$ cat config.mk
export PLATFORM = sky130hd
export DESIGN_NAME = wildcard_pattern_matcher_top
export DESIGN_NICKNAME = d
export VERILOG_FILES = /design/src/hdl/wpm_pkg.sv /design/src/hdl/wpm_star_close.sv /design/src/hdl/wpm_core.sv /design/src/hdl/wildcard_pattern_matcher_top.sv
export SDC_FILE = /design/constraint.sdc
export NUM_CORES = 2
export LEC_CHECK = 0
export ABC_AREA = 1
export BUFFER_PORTS_ARGS = -buffer_cell sky130_fd_sc_hd__buf_2
export CORE_MARGIN = 3
export CORE_UTILIZATION = 40
export DETAILED_ROUTE_END_ITERATION = 7
export PLACE_DENSITY = 0.56
export SYNTH_ARGS = -nofsm -noshare
export SYNTH_HDL_FRONTEND = slang
export SYNTH_SLANG_ARGS = --single-unit
$ cat constraint.sdc
create_clock -name clk -period 4.4 [get_ports clk]
set_input_delay 1.32 -clock clk [delete_from_list [all_inputs] [get_ports clk]]
set_output_delay 1.32 -clock clk [all_outputs]
set_load 0.01 [all_outputs]
$ cat src/hdl/wpm_pkg.sv
// wpm_pkg: request codes, special pattern bytes and word structs
// for the wildcard pattern matcher; no dependencies
`default_nettype none

package wpm_pkg;

  typedef enum logic [1:0] {
    REQ_CLEAR  = 2'd0,
    REQ_APPEND = 2'd1,
    REQ_START  = 2'd2,
    REQ_TEXT   = 2'd3
  } req_t;

  localparam logic [7:0] STAR_CHAR = 8'h2A;
  localparam logic [7:0] ANY_CHAR  = 8'h3F;

  typedef struct packed {
    req_t       req;
    logic [7:0] ch;
  } item_t;

  typedef struct packed {
    logic matched;
    logic overflow;
  } result_t;

endpackage

`default_nettype wire

$ cat src/hdl/wpm_star_close.sv
// wpm_star_close: closes a prefix bit set over star positions with a
// log-depth parallel prefix network; no package dependency
`default_nettype none

module wpm_star_close #(
  parameter int WIDTH = 65
) (
  input  logic [WIDTH-1:0] seed,
  input  logic [WIDTH-1:0] prop,
  output logic [WIDTH-1:0] closed
);

  localparam int LV = $clog2(WIDTH);

  // closed[k] = seed[k] | prop[k] & closed[k-1]
  logic [WIDTH-1:0] g [LV+1];
  logic [WIDTH-1:0] p [LV+1];

  assign g[0] = seed;
  assign p[0] = prop;

  for (genvar l = 0; l < LV; l++) begin : g_level
    localparam int D = 1 << l;
    for (genvar k = 0; k < WIDTH; k++) begin : g_bit
      if (k >= D) begin : g_comb
        assign g[l+1][k] = g[l][k] | (p[l][k] & g[l][k-D]);
        assign p[l+1][k] = p[l][k] & p[l][k-D];
      end else begin : g_pass
        assign g[l+1][k] = g[l][k];
        assign p[l+1][k] = p[l][k];
      end
    end
  end

  assign closed = g[LV];

endmodule

`default_nettype wire

$ cat src/hdl/wpm_core.sv
// wpm_core: pattern store, pattern length and prefix bit set, updated
// once per word; uses wpm_pkg and wpm_star_close
`default_nettype none

module wpm_core #(
  parameter int PATTERN_MAX = 64
) (
  input  logic             clk,
  input  logic             rst,
  input  logic             fire,
  input  wpm_pkg::item_t   item,
  output wpm_pkg::result_t result
);

  import wpm_pkg::*;

  localparam int LEN_W = $clog2(PATTERN_MAX + 1);
  localparam int IDX_W = (PATTERN_MAX > 1) ? $clog2(PATTERN_MAX) : 1;
  localparam logic [PATTERN_MAX:0] START_SET = {{PATTERN_MAX{1'b0}}, 1'b1};

  logic [7:0]             store [PATTERN_MAX];
  logic [LEN_W-1:0]       len, len_next;
  logic [PATTERN_MAX:0]   reach, reach_next;
  logic [PATTERN_MAX-1:0] en, en_a, star, star_a, hit;
  logic [PATTERN_MAX:0]   step_vec, seed, prop, closed;
  logic                   room, store_wr;
  logic                   new_star;

  assign new_star = (item.ch == STAR_CHAR);

  for (genvar j = 0; j < PATTERN_MAX; j++) begin : g_pos
    localparam logic [LEN_W-1:0] JPOS = LEN_W'(j);
    assign en[j]     = (JPOS < len);
    assign en_a[j]   = (JPOS <= len);
    assign star[j]   = (store[j] == STAR_CHAR);
    assign star_a[j] = (JPOS == len) ? new_star : star[j];
    assign hit[j]    = (store[j] == item.ch) || (store[j] == ANY_CHAR);
    // one text byte: stars keep their bit, others shift on a hit
    assign step_vec[j+1] = en[j] & (star[j] ? reach[j+1] : (hit[j] & reach[j]));
  end
  assign step_vec[0] = 1'b0;

  assign room = (len < LEN_W'(PATTERN_MAX));

  always_comb begin
    prop[0] = 1'b0;
    if (item.req == REQ_APPEND) begin
      prop[PATTERN_MAX:1] = star_a & en_a;
    end else begin
      prop[PATTERN_MAX:1] = star & en;
    end
    seed = (item.req == REQ_TEXT) ? step_vec : START_SET;
  end

  wpm_star_close #(
    .WIDTH (PATTERN_MAX + 1)
  ) u_close (
    .seed   (seed),
    .prop   (prop),
    .closed (closed)
  );

  always_comb begin
    len_next        = len;
    reach_next      = reach;
    store_wr        = 1'b0;
    result.matched  = 1'b0;
    result.overflow = 1'b0;
    unique case (item.req)
      REQ_CLEAR: begin
        len_next   = '0;
        reach_next = START_SET;
      end
      REQ_APPEND: begin
        if (room) begin
          store_wr   = 1'b1;
          len_next   = len + 1'b1;
          reach_next = closed;
        end else begin
          result.overflow = 1'b1;
        end
      end
      REQ_START, REQ_TEXT: begin
        reach_next     = closed;
        result.matched = closed[len];
      end
      default: begin
        reach_next = reach;
      end
    endcase
  end

  always_ff @(posedge clk) begin
    if (rst) begin
      len   <= '0;
      reach <= '0;
    end else if (fire) begin
      len   <= len_next;
      reach <= reach_next;
    end
  end

  // no reset: only entries below len are ever looked at
  always_ff @(posedge clk) begin
    if (fire && store_wr) begin
      store[len[IDX_W-1:0]] <= item.ch;
    end
  end

endmodule

`default_nettype wire

$ cat src/hdl/wildcard_pattern_matcher_top.sv
// wildcard_pattern_matcher_top: input register, matcher core, result register
// uses wpm_pkg, wpm_core (and through it wpm_star_close)
`default_nettype none

//  channel | signals                          | direction | moves
//  --------+----------------------------------+-----------+------------------------
//  in      | in_valid in_stall req_type       | sink      | one request word
//          | char_value                       |           |
//  out     | out_valid out_stall matched      | source    | one result word per
//          | pattern_overflow                 |           | request word
//
//  a word is taken into the input register, and once the result register is
//  free or leaving, its whole update runs through the core into the result
//  register; one word per cycle sustained while the output is not stalled
//  the prefix update (compare plus star closure network) is combinational,
//  so any mix of clear, append, start and text words runs at that rate
//  reset (rst, synchronous) empties the pattern and clears the prefix set
//  in_stall rises only while a word waits in the input register and the
//  result register is full and stalled

module wildcard_pattern_matcher_top #(
  parameter int PATTERN_MAX = 64
) (
  input  logic       clk,
  input  logic       rst,
  input  logic       in_valid,
  output logic       in_stall,
  input  logic [1:0] req_type,
  input  logic [7:0] char_value,
  output logic       out_valid,
  input  logic       out_stall,
  output logic       matched,
  output logic       pattern_overflow
);

  import wpm_pkg::*;

  // input register
  logic    item_valid;
  item_t   item;
  result_t result;
  logic    accept;
  logic    advance;

  // word moves into the result register when that register is free or leaving
  assign advance  = item_valid & (~out_valid | ~out_stall);
  assign in_stall = item_valid & ~advance;
  assign accept   = in_valid & ~in_stall;

  always_ff @(posedge clk) begin
    if (rst) begin
      item_valid <= 1'b0;
    end else if (accept) begin
      item_valid <= 1'b1;
    end else if (advance) begin
      item_valid <= 1'b0;
    end
  end

  // payload needs no reset
  always_ff @(posedge clk) begin
    if (accept) begin
      item.req <= req_t'(req_type);
      item.ch  <= char_value;
    end
  end

  // state update happens exactly when the word advances, keeping order
  wpm_core #(
    .PATTERN_MAX (PATTERN_MAX)
  ) u_core (
    .clk    (clk),
    .rst    (rst),
    .fire   (advance),
    .item   (item),
    .result (result)
  );

  // result register
  always_ff @(posedge clk) begin
    if (rst) begin
      out_valid <= 1'b0;
    end else if (advance) begin
      out_valid <= 1'b1;
    end else if (!out_stall) begin
      out_valid <= 1'b0;
    end
  end

  always_ff @(posedge clk) begin
    if (advance) begin
      matched          <= result.matched;
      pattern_overflow <= result.overflow;
    end
  end

endmodule

`default_nettype wire

==> reports/metrics.yaml <==
yosysUniqueCellTypes: 62
cts_tree: "built"
endpoint: "matched"
path_max_fanout: 10
grt_max_degree: 70
synth_seq_cells: 598
synthCells: 5901
die_w_um: 327
fillers: 10500
viasPerCell: 5.30
maxSlewViolCount: 0
synth_enable_flop_cells: 524
holdWs_ns: 0.467
rows: 117
place_ws_ns: 0.192
synth_area_leaders: "edfxtp_1 38%, nand2_1 20%, xnor2_1 6.2%"
slowest_delay_ns: 0.63
rr_startpoint: "u_core.len[3]"
htree_levels: 3
maxUsedRoutingLayer: "met5"
synth_area_per_cell_um2: 7.00
crit_slowest_cell: "dfxtp_1"
fin_nets: 6373
clk_pin_slew_ns: 0.06
critPathKind: "flip-flop to flip-flop"
clockBufferDepth: 3
num_vias: 41300
die_area_um2: 107000
avgRoutedWirePerCell_um: 22.4
timing.critical_path.mode_cell: "nand2_1"
cts_setup_buffers: 0
cp-startpoint: "u_core.len[3]"
critPathTopFamily: "simple AND/OR/NAND/NOR gates"
tightest_slew_ns: 1.04
startpoint_type: "flip-flop"
numCtsBuffers: 72
dr.pass1.iters: 6
arrival_ns: 4.75
yosys_most_used_dff: "edfxtp_1"
die_h_um: 327
required_ns: 4.92
grt_pass1_wl_mm: 254
relSlewSlack_pct: 30.4
clock_latency_ns: 0.68
ir_drop_mv: 0.334
seq_area_frac_synth_pct: 41.7
critical_path.cell_chain: "buf_4 > nand2_1 > nor2_1 > nand3_1 > o21ai_1 > buf_4 > nand2_1 > buf_4 > nor2_1 > nand3_1 > nand2_1 > nand2_1 > nand2_1 > nand2_1 > nand2_1 > nand2_1 > nand2_1 > inv_1 > nand3_1 > nand2_1 > nand2_1 > o21ai_1 > a21oi_1"
core_area_um2: 102000
wl_met1_mm: 76.0
grt_use_total_pct: 32.0
place_congestion: 1.07
reg2reg_depth: 23
dp_hpwl_mm: 135
grt_pass1_vias: 38300
r2r-end: "matched"
synth_area_leader_cell: "edfxtp_1"
synth_nets: 5919
antenna_found_initial: 9
hold_viol: 0
p_leak_uw: 0.0212
multi_input_area_um2: 20500
end_kind: "flip-flop"
clock-skew-final_ns: 0.0363
layout-drive-gt1-share_pct: 13.9
yosys.area.top_type_share_pct: 38.1
outcome: "finished clean"
setup_ws_ns: 0.167
cts-hold-fix-buffers: 0
fin_util_pct: 47.9
wl_mm: 175
fmax_mhz: 236
syn2layout_area_growth_pct: 18.5
cts.sinks: 598
port_buffers: 17
report.final.setup_viol: 0
power_density_nw_per_um2: 266
hp-class: "flip-flop to flip-flop"
dr_wl_met2_mm: 75.1
fin_crit_sh_pct: 96.2
power.total_uw: 13000
layout.area.seq_um2: 17200
syn_area_um2: 41300
rrSetupSlack_ns: 0.17
yosys_warnings: 0
period_needed_ns: 4.23
critical_path_buf_inv_count: 4
synth-async-reset-ratio_pct: 0
start_util_pct: 40.4
io-pin-count: 18
ant_nets: 0
maxCapViolations: 0
tns_ns: 0
rsz0062_at_grt: "no"
wl_met3_mm: 14.9
root_buffer: "clkbuf_16"
cp_num_cells: 23
overflow: 0
drc_errors: 0
drt_iter0_markers: 4313
[cells in the final DEF (no fill, tap or decap), types with 31 or more instances in the layout]
| master | netlist | layout |
|---|---|---|
| nand2_1 | 2187 | 2186 |
| inv_1 | 674 | 671 |
| nor2_1 | 616 | 615 |
| edfxtp_1 | 524 | 524 |
| buf_4 | 16 | 472 |
| nand3_1 | 351 | 351 |
| xnor2_1 | 290 | 290 |
| nand4_1 | 216 | 216 |
| a21oi_1 | 210 | 210 |
| nor3_1 | 113 | 110 |
| o21ai_0 | 95 | 95 |
| inv_2 | 90 | 93 |
| or2_2 | 74 | 74 |
| dfxtp_1 | 74 | 74 |
| clkbuf_16 | 0 | 72 |
| nor2_2 | 39 | 39 |
| o21ai_1 | 38 | 38 |
| buf_12 | 0 | 31 |
[Yosys cell counts (5+ instances only)]
library cell,instances
nand2_1,2187
inv_1,674
nor2_1,616
edfxtp_1,524
nand3_1,351
xnor2_1,290
nand4_1,216
a21oi_1,210
nor3_1,113
o21ai_0,95
inv_2,90
dfxtp_1,74
or2_2,74
clkbuf_1,58
buf_2,51
nor2_2,39
o21ai_1,38
buf_4,16
nor4_1,16
nand3b_1,14
nand2_2,13
a21oi_2,11
nor2_4,10
buf_1,8
o211ai_1,8
o21bai_1,8
and2_1,7
buf_6,6
o21ai_2,6
xor2_1,6
a211oi_1,5
and3_1,5
nand2_4,5
o22ai_1,5
[cell families after synthesis]
logic type,after synthesis,share of synthesized area [%]
buffers and inverters,912,8.73
AND/OR/NAND/NOR,3681,37.7
flip-flops,598,41.7
AO/OA/AOI/OAI,410,5.47
XOR/XNOR,296,6.28
adder cells (fa/ha/maj),4,0.121
[worst min-delay path by stage]
stage / start / to / depth (start not counted)
after floorplan: u_core.reach[0] / u_core.reach[0] / 2
after global placement: u_core.reach[42] / u_core.reach[42] / 2
after detailed placement: u_core.reach[42] / u_core.reach[42] / 2
after CTS: u_core.reach[42] / u_core.reach[42] / 2
after global routing: u_core.reach[42] / u_core.reach[42] / 2
final: u_core.reach[42] / u_core.reach[42] / 2
[power breakdown]
| part | total (uW) | switching [uW] | internal [uW] |
|---|---|---|---|
| Clock | 5960 | 2560 | 3400 |
| Combinational | 882 | 608 | 273 |
| Sequential | 6190 | 13.0 | 6180 |
[registers in the layout, indices dropped and copies added, names as in the netlist]
signal            cells
matched               1
out_valid             1
u_core.store        512
u_core.reach         65
pattern_overflow      1
item_valid            1
u_core.len            7
item                 10
[repair_timing]
action	4_1_cts	5_1_grt
endpoints found under the setup margin	0	1
gates resized for setup	0	2
endpoints found under the hold margin	0	0
[area by class of cell]
type	instances	area share, %
flip-flops and latches	598	35.2
diodes	4	0.0205
clock inverters	38	0.877
well taps	1368	3.50
multi-input cells	4391	41.9
inverters	772	5.94
clock buffers	94	3.89
repair buffers	520	8.68
[metal layers]
metal	GRT usage (%)	vias to the layer above
li1	-	19900
met1	44.5	19300
met2	49.0	1717
met3	5.32	367
met4	14.5	4
met5	0	-
[worst min-delay path, stage by stage, from the launching register on]
cell and delay, ns:
dfxtp_1 0.31, nand2_1 0.06, a21oi_1 0.06
[per-stage QoR]
step / instances / cell area, um2
CTS: 7781 / 48900
floorplan: 5901 / 41300
global route: 7783 / 48900
global placement: 7649 / 46600
detailed placement: 7649 / 46600
finish: 7785 / 48900
Note: power is estimated with default switching activity, not from simulation.
